`src/arpc_pkg.sv`:
```
// types, codes and constants of the arp cache responder
package arpc_pkg;

  localparam int DEFAULT_CACHE_ENTRIES = 16;
  localparam int QUEUE_DEPTH = 2;

  localparam logic [10:0] MIN_PKT_LEN = 11'd28;
  localparam logic [15:0] HTYPE_ETH = 16'h0001;
  localparam logic [15:0] PTYPE_IPV4 = 16'h0800;
  localparam logic [7:0] HW_ADDR_LEN = 8'd6;
  localparam logic [7:0] PROTO_ADDR_LEN = 8'd4;
  localparam logic [15:0] ARP_OP_REQUEST = 16'd1;
  localparam logic [15:0] ARP_OP_REPLY = 16'd2;
  localparam logic [47:0] BCAST_MAC = 48'hFFFF_FFFF_FFFF;
  localparam logic [31:0] LIFETIME_RESET = 32'd60000;

  localparam logic [1:0] FUNC_PACKET = 2'd0;
  localparam logic [1:0] FUNC_LOOKUP = 2'd1;
  localparam logic [1:0] FUNC_TICK = 2'd2;

  localparam logic [1:0] REG_LOCAL_IP = 2'd0;
  localparam logic [1:0] REG_LIFETIME = 2'd2;

  localparam logic [2:0] ST_DROPPED = 3'd0;
  localparam logic [2:0] ST_LEARNED = 3'd1;
  localparam logic [2:0] ST_REPLIED = 3'd2;
  localparam logic [2:0] ST_HIT = 3'd3;
  localparam logic [2:0] ST_MISS = 3'd4;
  localparam logic [2:0] ST_TICK = 3'd5;

  localparam logic [1:0] OUT_OP_NONE = 2'd0;
  localparam logic [1:0] OUT_OP_REQUEST = 2'd1;
  localparam logic [1:0] OUT_OP_REPLY = 2'd2;

  typedef struct packed {
    logic [1:0] func;
    logic [10:0] packet_len;
    logic [15:0] hw_type;
    logic [15:0] proto_type;
    logic [7:0] hw_len;
    logic [7:0] proto_len;
    logic [15:0] opcode;
    logic [47:0] sender_mac;
    logic [31:0] sender_ip;
    logic [31:0] dest_ip;
    logic [31:0] query_ip;
  } item_t;

  typedef struct packed {
    logic [2:0] status;
    logic send_frame;
    logic [1:0] out_opcode;
    logic [47:0] peer_mac;
    logic [31:0] peer_ip;
    logic [47:0] found_mac;
  } result_t;

  typedef enum logic [2:0] {
    CMD_DROP,
    CMD_LEARN,
    CMD_LEARN_REPLY,
    CMD_LOOKUP,
    CMD_TICK
  } cmd_kind_t;

  typedef struct packed {
    cmd_kind_t kind;
    logic [31:0] ip;
    logic [47:0] mac;
  } cmd_t;

endpackage

```
`src/arpc_queue.sv`:
```
// short command queue between front and back end
module arpc_queue
  import arpc_pkg::*;
(
  input  logic clk,
  input  logic rst,
  input  logic push,
  input  cmd_t push_cmd,
  input  logic pop,
  output cmd_t head,
  output logic empty,
  output logic full
);

  localparam int PTR_W = (QUEUE_DEPTH > 1) ? $clog2(QUEUE_DEPTH) : 1;
  localparam int CNT_W = $clog2(QUEUE_DEPTH + 1);

  cmd_t mem [QUEUE_DEPTH];
  logic [PTR_W-1:0] wr_ptr;
  logic [PTR_W-1:0] rd_ptr;
  logic [CNT_W-1:0] count;
  logic do_push;
  logic do_pop;

  assign empty = (count == '0);
  assign full = (count == CNT_W'(QUEUE_DEPTH));
  assign do_push = push && !full;
  assign do_pop = pop && !empty;
  assign head = mem[rd_ptr];

  always_ff @(posedge clk) begin
    if (do_push) begin
      mem[wr_ptr] <= push_cmd;
    end
    if (rst) begin
      wr_ptr <= '0;
      rd_ptr <= '0;
      count <= '0;
    end else begin
      if (do_push) begin
        wr_ptr <= (wr_ptr == PTR_W'(QUEUE_DEPTH - 1)) ? '0 : wr_ptr + 1'b1;
      end
      if (do_pop) begin
        rd_ptr <= (rd_ptr == PTR_W'(QUEUE_DEPTH - 1)) ? '0 : rd_ptr + 1'b1;
      end
      if (do_push && !do_pop) begin
        count <= count + 1'b1;
      end else if (do_pop && !do_push) begin
        count <= count - 1'b1;
      end
    end
  end

endmodule

```
`config.mk`:
```
export PLATFORM = sky130hd
export DESIGN_NAME = arpc_queue
export DESIGN_NICKNAME = d
export VERILOG_FILES = /design/src/arpc_pkg.sv /design/src/arpc_queue.sv
export SDC_FILE = /design/constraint.sdc
export NUM_CORES = 1
export LEC_CHECK = 0
export ABC_AREA = 1
export BUFFER_PORTS_ARGS = -buffer_cell sky130_fd_sc_hd__buf_2
export CELL_PAD_IN_SITES_DETAIL_PLACEMENT = 0
export CELL_PAD_IN_SITES_GLOBAL_PLACEMENT = 2
export CORE_MARGIN = 4
export CORE_UTILIZATION = 35
export CTS_CLUSTER_DIAMETER = 150
export CTS_CLUSTER_SIZE = 10
export DETAILED_ROUTE_END_ITERATION = 8
export PLACE_DENSITY = 0.82
export SLEW_MARGIN = 20
export SYNTH_ARGS = -nofsm -noshare
export SYNTH_HDL_FRONTEND = slang
export SYNTH_SLANG_ARGS = --single-unit
```
`constraint.sdc`:
```
create_clock -name clk -period 4.3 [get_ports clk]
set_input_delay 0 -clock clk [delete_from_list [all_inputs] [get_ports clk]]
set_output_delay 0 -clock clk [all_outputs]
set_load 0.005 [all_outputs]
```
==> run summary <==
Post-CTS resize count: 0
Main flop type after synthesis: edfxtp_1
Leak Pwr: 3.60 nW
Vias in the first global route: 4029
Hpwl dp: 8.49 mm
Worst setup margin: 2.17 ns
Initial DRC count: 139
Ys async rst share: 0%
CTS Buffer Depth: 2
Worst Skew: 0.00817 ns
Antenna cells: 0
RSZ-0062 raised after global routing: false
Net count after synthesis: 383
Post-Place Cells: 692
IO Count: 172
Vias post-DR: 3574
Largest net degree at the start of global routing: 46
Starting Density: 36.2%
All-Layer GR Usage: 12.8%
Critical Path Fanout Max: 38
Multi-input gate area: 1330 um^2
Avg Cell Area, Syn: 22.3 um^2
Die height: 145 um
Worst vdd ir: 260 uV
Port bufs: 171
Worst EP required: 4.30 ns
Num rows: 49
DR pass1 iterations: 4
CTS root buf: clkbuf_16
Sequential element share of the synthesized area: 77.2%
F_max: 469 MHz
Fillers: 1479
Min Tclk post-route: 2.13 ns
Yosys cell types: 17
Post-synth EDFFs: 166
Dpl ws: 2.23 ns
Final setup violation count: 0
Core ar.: 18200 um^2
Util after Layout: 50.2%
Setup CP Type: reg2out
Reg clk slew, reported paths: 0.06 ns
Slew Limit Fails: 0
Ys Warns: 0
Hold Crit Class: in2reg
Drt total wl: 12.9 mm
Total gr overflow: 0
FF/Latch Area: 5090 um^2
First-pass GRT wire length: 21.3 mm
Cell Area, Synth: 6590 um^2
Power Dens Cells: 534 nW/um^2
Total CTS buffers: 17
Initial antenna violation count: 0
Clk Latency, worst-skew pair: 0.41 ns
DR vias/cell: 4.43
Placer congestion estimate: 0.654
Width of the die: 145 um
# Post-CTS Setup Buffers: 0
Fraction of the cycle the final worst path needs: 49.6%
Worst setup EP type: output pin
Syn Inst Count: 295
Area grow syn2layout: 38.9%
Final ANT Viol Nets: 0
NumNets Final: 654
Clock sinks: 171
Drt drc: 0
Fin cells: 806
Yosys reg bits: 171
Layout cells sized above 1: 50.4%
Wire per inst: 16.0 um
Max Cap Violations: 0
H-Tree Depth: 4
Critical path arrival: 2.13 ns
Rel. slew slack: 52.6%
Tightest Pin Transition: 0.710 ns
Status: completed
Die area: 21100 um^2
Critical path launch point type: register
Final Hold Vio Count: 0
CTS tree: done
[worst max-delay path: stages, from the launching register on]
cell     delay (ns)
dfxtp_4        0.55
buf_4          0.60
mux2_2         0.42
buf_2          0.13
[logic make-up (layout without fill, tap and decap cells)]
logic type      Yosys count  in the layout  share of synthesized area (%)
compound gates            6              6                          0.513
fa+ha+maj                 1              1                          0.190
buf+inv                  18            300                           2.89
flops                   171            171                           77.2
mux                      83             83                           18.2
simple gates             16             16                           1.01
[per-layer routing]
metal	wire, um	vias up	track usage, %
met5	0	-	0
met3	808	6	4.86
met2	6760	122	22.6
met1	5260	1756	14.4
met4	90	0	3.70
li1	-	1690	-
[stage by stage]
step	instance area [um^2]	hold slack [ns]	power (mW)	setup TNS [ns]
after CTS	9150	0.0198	4.96	0
final	9150	0.0508	4.88	0
after global routing	9150	0.0760	5.14	0
after floorplan	6590	0.0989	2.96	-29.79
after global placement	7640	0.188	3.27	0
after detailed placement	7700	0.191	3.32	0
[power breakdown]
part	leakage, nW	switching (mW)	internal, mW
sequential	1.59	0.0844	2.11
clock	0.291	0.596	0.964
combinational	1.72	0.501	0.629
[cells in the final DEF, fill, tap and decap left out, types with 2 or more instances in the layout]
| cell type | instances |
|---|---|
| dfxtp_1 | 4 |
| nand2_1 | 4 |
| clkbuf_16 | 17 |
| buf_2 | 171 |
| mux2_2 | 13 |
| mux2_4 | 70 |
| buf_16 | 2 |
| nor2_1 | 7 |
| o21ai_0 | 4 |
| clkinv_4 | 4 |
| dlygate4sd3_1 | 84 |
| edfxtp_1 | 166 |
| inv_1 | 9 |
| clkinv_1 | 2 |
| nor2_4 | 2 |
| buf_4 | 2 |
| bufinv_16 | 4 |
| buf_12 | 2 |
[sequential cells by signal (all words and copies together), names as in the netlist, named ones only]
register and flops:
mem 166, rd_ptr 1, wr_ptr 1, count 2
[cells in the mapped netlist, types with 4 or more instances]
library cell / n / share of area [%]
buf_12: 7 / 2.1
dfxtp_1: 5 / 1.5
edfxtp_1: 166 / 76
inv_1: 9 / 0.51
mux2_2: 13 / 2.2
mux2_4: 70 / 16
nand2_1: 4 / 0.23
nor2_1: 9 / 0.51
o21ai_0: 4 / 0.30
[what timing repair did]
item,4_1_cts,5_1_grt
hold buffers,84,0
endpoints found under the setup margin,0,0
endpoints found under the hold margin,171,0
[final timing paths]
check,from,end,slack [ns],depth (start not counted)
setup reg to reg,count[0]$_SDFFE_PP0P_,mem[1][33]$_DFFE_PP_,2.29,4
setup / recovery,register,head[62],2.17,3
hold / removal,push,wr_ptr$_SDFFE_PP0P_,0.05,4
hold reg to reg,wr_ptr$_SDFFE_PP0P_,wr_ptr$_SDFFE_PP0P_,0.55,2
[area by class of cell]
type / count / area share [%]
Clock buffer: 18 / 4.69
Inverter: 9 / 0.369
Sequential cell: 171 / 55.6
Clock inverter: 12 / 1.92
Timing Repair Buffer: 261 / 19.8
Tap cell: 229 / 3.13
Multi-Input combinational cell: 106 / 14.5
Power figures use the tool's default switching activity.
