**config.mk**
```make
export PLATFORM = sky130hd
export DESIGN_NAME = arpc_front
export DESIGN_NICKNAME = d
export VERILOG_FILES = /design/src/arpc_pkg.sv /design/src/arpc_front.sv
export SDC_FILE = /design/constraint.sdc
export NUM_CORES = 1
export LEC_CHECK = 0
export ABC_AREA = 1
export CAP_MARGIN = 15
export CELL_PAD_IN_SITES_DETAIL_PLACEMENT = 1
export CELL_PAD_IN_SITES_GLOBAL_PLACEMENT = 2
export CORE_AREA = 2 2 130 132
export DETAILED_ROUTE_END_ITERATION = 16
export DIE_AREA = 0 0 132 134
export DONT_BUFFER_PORTS = 1
export PLACE_DENSITY_LB_ADDON = 0.3
export SLEW_MARGIN = 10
export SYNTH_ARGS = -nofsm -noshare
export SYNTH_HDL_FRONTEND = slang
export SYNTH_SLANG_ARGS = --single-unit
```
**constraint.sdc**
```tcl
create_clock -name vclk -period 2.7
set_clock_uncertainty 0.15 [all_clocks]
set_input_delay 0.27 -clock vclk [all_inputs]
set_output_delay 0.27 -clock vclk [all_outputs]
set_load 0.02 [all_outputs]
```
**src/arpc_pkg.sv**
```systemverilog
// types, codes and constants of the arp cache responder
package arpc_pkg;

  localparam int DEFAULT_CACHE_ENTRIES = 16;
  localparam int QUEUE_DEPTH = 2;

  localparam logic [10:0] MIN_PKT_LEN = 11'd28;
  localparam logic [15:0] HTYPE_ETH = 16'h0001;
  localparam logic [15:0] PTYPE_IPV4 = 16'h0800;
  localparam logic [7:0] HW_ADDR_LEN = 8'd6;
  localparam logic [7:0] PROTO_ADDR_LEN = 8'd4;
  localparam logic [15:0] ARP_OP_REQUEST = 16'd1;
  localparam logic [15:0] ARP_OP_REPLY = 16'd2;
  localparam logic [47:0] BCAST_MAC = 48'hFFFF_FFFF_FFFF;
  localparam logic [31:0] LIFETIME_RESET = 32'd60000;

  localparam logic [1:0] FUNC_PACKET = 2'd0;
  localparam logic [1:0] FUNC_LOOKUP = 2'd1;
  localparam logic [1:0] FUNC_TICK = 2'd2;

  localparam logic [1:0] REG_LOCAL_IP = 2'd0;
  localparam logic [1:0] REG_LIFETIME = 2'd2;

  localparam logic [2:0] ST_DROPPED = 3'd0;
  localparam logic [2:0] ST_LEARNED = 3'd1;
  localparam logic [2:0] ST_REPLIED = 3'd2;
  localparam logic [2:0] ST_HIT = 3'd3;
  localparam logic [2:0] ST_MISS = 3'd4;
  localparam logic [2:0] ST_TICK = 3'd5;

  localparam logic [1:0] OUT_OP_NONE = 2'd0;
  localparam logic [1:0] OUT_OP_REQUEST = 2'd1;
  localparam logic [1:0] OUT_OP_REPLY = 2'd2;

  typedef struct packed {
    logic [1:0] func;
    logic [10:0] packet_len;
    logic [15:0] hw_type;
    logic [15:0] proto_type;
    logic [7:0] hw_len;
    logic [7:0] proto_len;
    logic [15:0] opcode;
    logic [47:0] sender_mac;
    logic [31:0] sender_ip;
    logic [31:0] dest_ip;
    logic [31:0] query_ip;
  } item_t;

  typedef struct packed {
    logic [2:0] status;
    logic send_frame;
    logic [1:0] out_opcode;
    logic [47:0] peer_mac;
    logic [31:0] peer_ip;
    logic [47:0] found_mac;
  } result_t;

  typedef enum logic [2:0] {
    CMD_DROP,
    CMD_LEARN,
    CMD_LEARN_REPLY,
    CMD_LOOKUP,
    CMD_TICK
  } cmd_kind_t;

  typedef struct packed {
    cmd_kind_t kind;
    logic [31:0] ip;
    logic [47:0] mac;
  } cmd_t;

endpackage

```
**src/arpc_front.sv**
```systemverilog
// front end: checks a word and turns it into a cache command
module arpc_front
  import arpc_pkg::*;
(
  input  item_t       item,
  input  logic [31:0] local_ip,
  output cmd_t        cmd
);

  logic pkt_ok;

  assign pkt_ok = (item.packet_len >= MIN_PKT_LEN) && (item.hw_type == HTYPE_ETH) &&
                  (item.proto_type == PTYPE_IPV4) && (item.hw_len == HW_ADDR_LEN) &&
                  (item.proto_len == PROTO_ADDR_LEN) && (item.dest_ip == local_ip);

  always_comb begin
    cmd.kind = CMD_DROP;
    cmd.ip = item.sender_ip;
    cmd.mac = item.sender_mac;
    unique case (item.func)
      FUNC_PACKET: begin
        if (pkt_ok && item.opcode == ARP_OP_REPLY) begin
          cmd.kind = CMD_LEARN;
        end else if (pkt_ok && item.opcode == ARP_OP_REQUEST) begin
          cmd.kind = CMD_LEARN_REPLY;
        end
      end
      FUNC_LOOKUP: begin
        cmd.kind = CMD_LOOKUP;
        cmd.ip = item.query_ip;
      end
      FUNC_TICK: begin
        cmd.kind = CMD_TICK;
      end
      default: begin
        cmd.kind = CMD_DROP;
      end
    endcase
  end

endmodule

```
==> results.sh, run 1 <==
export IMPL_status="finished, final reports clean"
export IMPL_post_drt_via_cell_ratio=3.368
export IMPL_routed_wl_um=6149
export IMPL_dp_hpwl_um=5907
export IMPL_finalHoldViolCount=0
export IMPL_diodes=0
export IMPL_start_kind="input port"
export IMPL_critPathMaxFanout=25
export IMPL_hold_class="in2out"
export IMPL_slew_headroom=0.5229
export IMPL_num_io_pins=336
export IMPL_grt_max_degree=26
export IMPL_final_common_cell="nand2_1"
export IMPL_worst_pin_slew_ns=0.7132
export IMPL_gr_usage_all_layers=0.05947
export IMPL_cts_hold_buf=0
export IMPL_seq_cell_count=0
export IMPL_fin_setup_tns_ns=0
export IMPL_layout_nets=519
export IMPL_areaGrowthSynthToFinish_pct=-6.172
export IMPL_endpoint="cmd[54]"
export IMPL_ir_drop_mv=0.03271
export IMPL_arrival_ns=1.54
export IMPL_drive_gt1_frac=0.1439
export IMPL_drt_first_pass_iters=2
export IMPL_overflow=0
export IMPL_ys_seq_area_frac=0
export IMPL_crit_type="in2out"
export IMPL_layout_common_cells="89 x nand2_1, 63 x nor2_1, 51 x inv_1"
export IMPL_finalSetupViolations=0
export IMPL_ant_nets=0
export IMPL_vias=1630
export IMPL_power_density_mw_per_mm2=135.0
export IMPL_leakage_nw=0.9109
export IMPL_fin_crit_ns=1.963
export IMPL_synth_cell_type_count=18
export IMPL_grt_pass1_vias=1655
export IMPL_worstSetupStartpoint="item[220]"
export IMPL_antenna_found_initial=0
export IMPL_netlist_area_mm2=0.001804
export IMPL_critPathMaxStageDelay_ns=0.52
export IMPL_drtIter0Drc=33
export IMPL_rsz0062_at_grt="false"
export IMPL_die_area_mm2=0.01769
export IMPL_required_ns=2.28
export IMPL_cts_setup_buffers=0
export IMPL_clock_buffers=0
export IMPL_post_drt_wl_per_cell_um=12.70
export IMPL_grt_pass1_wl_um=8652
export IMPL_initial_core_util=0.1108
export IMPL_cp_cell_sequence="inv_2 -> nand2_2 -> buf_4 -> mux2_4"
export IMPL_end_kind="output pin"
export IMPL_drv_slew=0
export IMPL_synth_avg_cell_area_um2=5.746
export IMPL_max_freq_mhz=509.5
export IMPL_ff_latch_area_um2=0
export IMPL_synthesis_nets=567
export IMPL_stdcell_count=484
export IMPL_dp_cells=484
export IMPL_finalCritPeriodShare=0.7269
export IMPL_ys_warn_count=0
export IMPL_slowest_stage="nand2_2"
export IMPL_routabilityCongestion=0.6640
export IMPL_core_region_area_mm2=0.01629
export IMPL_die_w_um=132
export IMPL_cap_viol_max_count=0
export IMPL_syn_instance_count=314
export IMPL_postLayoutCoreUtil=0.1039
export IMPL_ctsResizeCount=0
export IMPL_fp_row_count=47
export IMPL_portBuffers=0
export IMPL_drc=0
export IMPL_n_fill_cell=2076
export IMPL_die_h_um=134
routing by layer:
metal,wire length [um],global-route usage,vias to the layer above
li1,-,-,793
met1,2180,0.06990,673
met2,3062,0.1079,148
met3,791,0.01663,16
met4,114,0.01208,0
met5,0,0,-
area by class of cell:
cell class | instances | area (um^2) | share of cell area
Inverter | 52 | 195.2 | 0.1153
Timing Repair Buffer | 1 | 7.507 | 0.004435
Multi-Input combinational cell | 211 | 1215 | 0.7177
Tap cell | 220 | 275.3 | 0.1626
worst min-delay path by stage:
stage	start	to	slack [ns]	cells after the start
2_1_floorplan	item[219]	cmd[82]	0.47	1
3_3_place_gp	item[96]	cmd[0]	0.39	0
3_5_place_dp	item[96]	cmd[0]	0.39	0
4_1_cts	item[96]	cmd[0]	0.39	0
5_1_grt	item[107]	cmd[11]	0.39	0
6_report	item[107]	cmd[11]	0.39	0
cell usage after synthesis, types with 3 or more instances:
| master | instances | share of area |
|---|---|---|
| buf_4 | 48 | 0.20 |
| buf_6 | 3 | 0.019 |
| inv_1 | 51 | 0.11 |
| mux2_2 | 4 | 0.025 |
| mux2_4 | 28 | 0.23 |
| nand2_1 | 89 | 0.19 |
| nand3_1 | 3 | 0.0083 |
| nand4_1 | 6 | 0.021 |
| nor2_1 | 63 | 0.13 |
| o21ai_1 | 4 | 0.011 |
| xnor2_1 | 4 | 0.019 |
| xor2_1 | 3 | 0.015 |
kinds of logic after synthesis:
group,synth area share
and+or+nand+nor,0.3703
buffers and inverters,0.3266
muxes,0.2580
xor gates and xnor gates,0.03398
AOI/OAI and AO/OA,0.01110
worst max-delay path: cells and delay by family:
| kind | cells | cell delay, ns |
|---|---|---|
| and+or+nand+nor | 1 | 0.52 |
| buffers and inverters | 2 | 0.38 |
| muxes | 1 | 0.36 |
through the flow:
step	instance area, um^2	hold slack (ns)	total power [mW]	setup slack [ns]
2_1_floorplan	1804	0.4698	0.3121	1.236
3_3_place_gp	1693	0.3901	0.2298	0.7721
3_5_place_dp	1693	0.3901	0.2329	0.7297
4_1_cts	1693	0.3901	0.2338	0.7279
5_1_grt	1693	0.3900	0.2537	0.6542
6_report	1693	0.3900	0.2286	0.7373
report_power, final:
part / total, mW / switching [mW] / internal, mW
Clock: 0 / 0 / 0
Sequential: 0 / 0 / 0
Combinational: 0.229 / 0.129 / 0.0994
No activity file was read; power rests on OpenSTA's default activity.
==> inputs of run 2 (changes only) <==
--- a/config.mk
+++ b/config.mk
@@ -9,9 +9,9 @@
 export CAP_MARGIN = 15
 export CELL_PAD_IN_SITES_DETAIL_PLACEMENT = 1
 export CELL_PAD_IN_SITES_GLOBAL_PLACEMENT = 2
-export CORE_AREA = 2 2 130 132
+export CORE_AREA = 2 2 131 133
 export DETAILED_ROUTE_END_ITERATION = 16
-export DIE_AREA = 0 0 132 134
+export DIE_AREA = 0 0 133 135
 export DONT_BUFFER_PORTS = 1
 export PLACE_DENSITY_LB_ADDON = 0.3
 export SLEW_MARGIN = 10
==> constraint.sdc (replaced) <==
create_clock -name vclk -period 2.1
set_clock_uncertainty 0.15 [all_clocks]
set_input_delay 0.21 -clock vclk [all_inputs]
set_output_delay 0.21 -clock vclk [all_outputs]
set_load 0.02 [all_outputs]
==> run 2 against run 1 <==
Sequential share of layout area stayed put. Wire length up 6.0%. Non-clock buffer count unchanged. Global-route usage rose by 0.14 points. Hold slack got worse by 0.12 ns. Largest power group unchanged.
==> results.sh, run 2 (same netlist as run 1, synthesis figures left out) <==
export IMPL_routabilityCongestion=0.6687
export IMPL_portBuffers=0
export IMPL_worst_pin_slew_ns=0.4040
export IMPL_arrival_ns=1.23
export IMPL_ff_latch_area_um2=0
export IMPL_clock_buffers=0
export IMPL_die_h_um=135
export IMPL_vias=1646
export IMPL_crit_type="in2out"
export IMPL_grt_pass1_vias=1745
export IMPL_power_density_mw_per_mm2=175.9
export IMPL_cts_setup_buffers=0
export IMPL_ctsResizeCount=0
export IMPL_post_drt_wl_per_cell_um=13.47
export IMPL_overflow=0
export IMPL_status="finished, final reports clean"
export IMPL_seq_cell_count=0
export IMPL_areaGrowthSynthToFinish_pct=-5.478
export IMPL_ant_nets=0
export IMPL_final_common_cell="nand2_1"
export IMPL_drive_gt1_frac=0.1439
export IMPL_max_freq_mhz=627.5
export IMPL_layout_nets=519
export IMPL_fin_ws_ns=0.5064
export IMPL_fin_crit_ns=1.594
export IMPL_finalHoldViolCount=0
export IMPL_gr_usage_all_layers=0.06087
export IMPL_drtIter0Drc=24
export IMPL_num_io_pins=336
export IMPL_drc=0
export IMPL_routed_wl_um=6520
export IMPL_dp_cells=484
export IMPL_post_drt_via_cell_ratio=3.401
export IMPL_cap_viol_max_count=0
export IMPL_grt_max_degree=33
export IMPL_required_ns=1.74
export IMPL_drv_slew=0
export IMPL_cts_hold_buf=0
export IMPL_slew_headroom=0.7297
export IMPL_hold_class="in2out"
export IMPL_die_w_um=133
export IMPL_finalCritPeriodShare=0.7589
export IMPL_finalSetupViolations=0
export IMPL_drt_first_pass_iters=3
export IMPL_stdcell_count=484
export IMPL_core_region_area_mm2=0.01641
export IMPL_start_kind="input port"
export IMPL_leakage_nw=0.9164
export IMPL_initial_core_util=0.1100
export IMPL_dp_hpwl_um=6211
export IMPL_die_area_mm2=0.01796
export IMPL_grt_pass1_wl_um=8694
export IMPL_critPathMaxFanout=2
export IMPL_postLayoutCoreUtil=0.1039
export IMPL_end_kind="output pin"
export IMPL_antenna_found_initial=0
export IMPL_dp_slack_ns=0.4309
export IMPL_rsz0062_at_grt="false"
export IMPL_fp_row_count=47
export IMPL_ir_drop_mv=0.05122
export IMPL_fin_setup_tns_ns=0
export IMPL_diodes=0
export IMPL_layout_common_cells="89 x nand2_1, 63 x nor2_1, 51 x inv_1"
==> run 2: metrics by stage <==
step | cell area, um^2 | hold WS [ns] | power [mW]
after detailed placement | 1705 | 0.2701 | 0.3048
after floorplan | 1804 | 0.3498 | 0.4013
after global placement | 1705 | 0.2701 | 0.3015
final | 1705 | 0.2700 | 0.3000
after global routing | 1705 | 0.2700 | 0.3301
after CTS | 1705 | 0.2701 | 0.3062
==> run 2: worst paths after layout <==
kind | start | endpoint | depth (start not counted)
min | item[107] | cmd[11] | 0
max | item[183] | cmd[81] | 9
==> run 2: worst max-delay path, stage by stage <==
cell and delay, ns:
nor2_1 0.09, nand2_1 0.06, nor2_1 0.16, nand2_1 0.07, nor2_1 0.11, nand2_1 0.08, nor2_2 0.16, nand3_1 0.10
nand2_1 0.19
==> run 2: power by group <==
group	internal (mW)	switching [mW]	total [mW]
logic	0.130	0.170	0.300
clock network	0	0	0
registers	0	0	0
==> run 2: final cells by class <==
class                           instances  area (um^2)
Tap cell                              220        275.3
Timing Repair Buffer                    1        20.02
Inverter                               52        195.2
Fill cell                            2051        14700
Multi-Input combinational cell        211         1215
==> run 2: routing by layer <==
metal  up-vias  share of wire  track usage
met5         -              0            0
met4         0          0.027      0.01852
met1       703           0.35      0.06707
met3        18           0.11      0.01614
li1        793              -            -
met2       132           0.51       0.1140
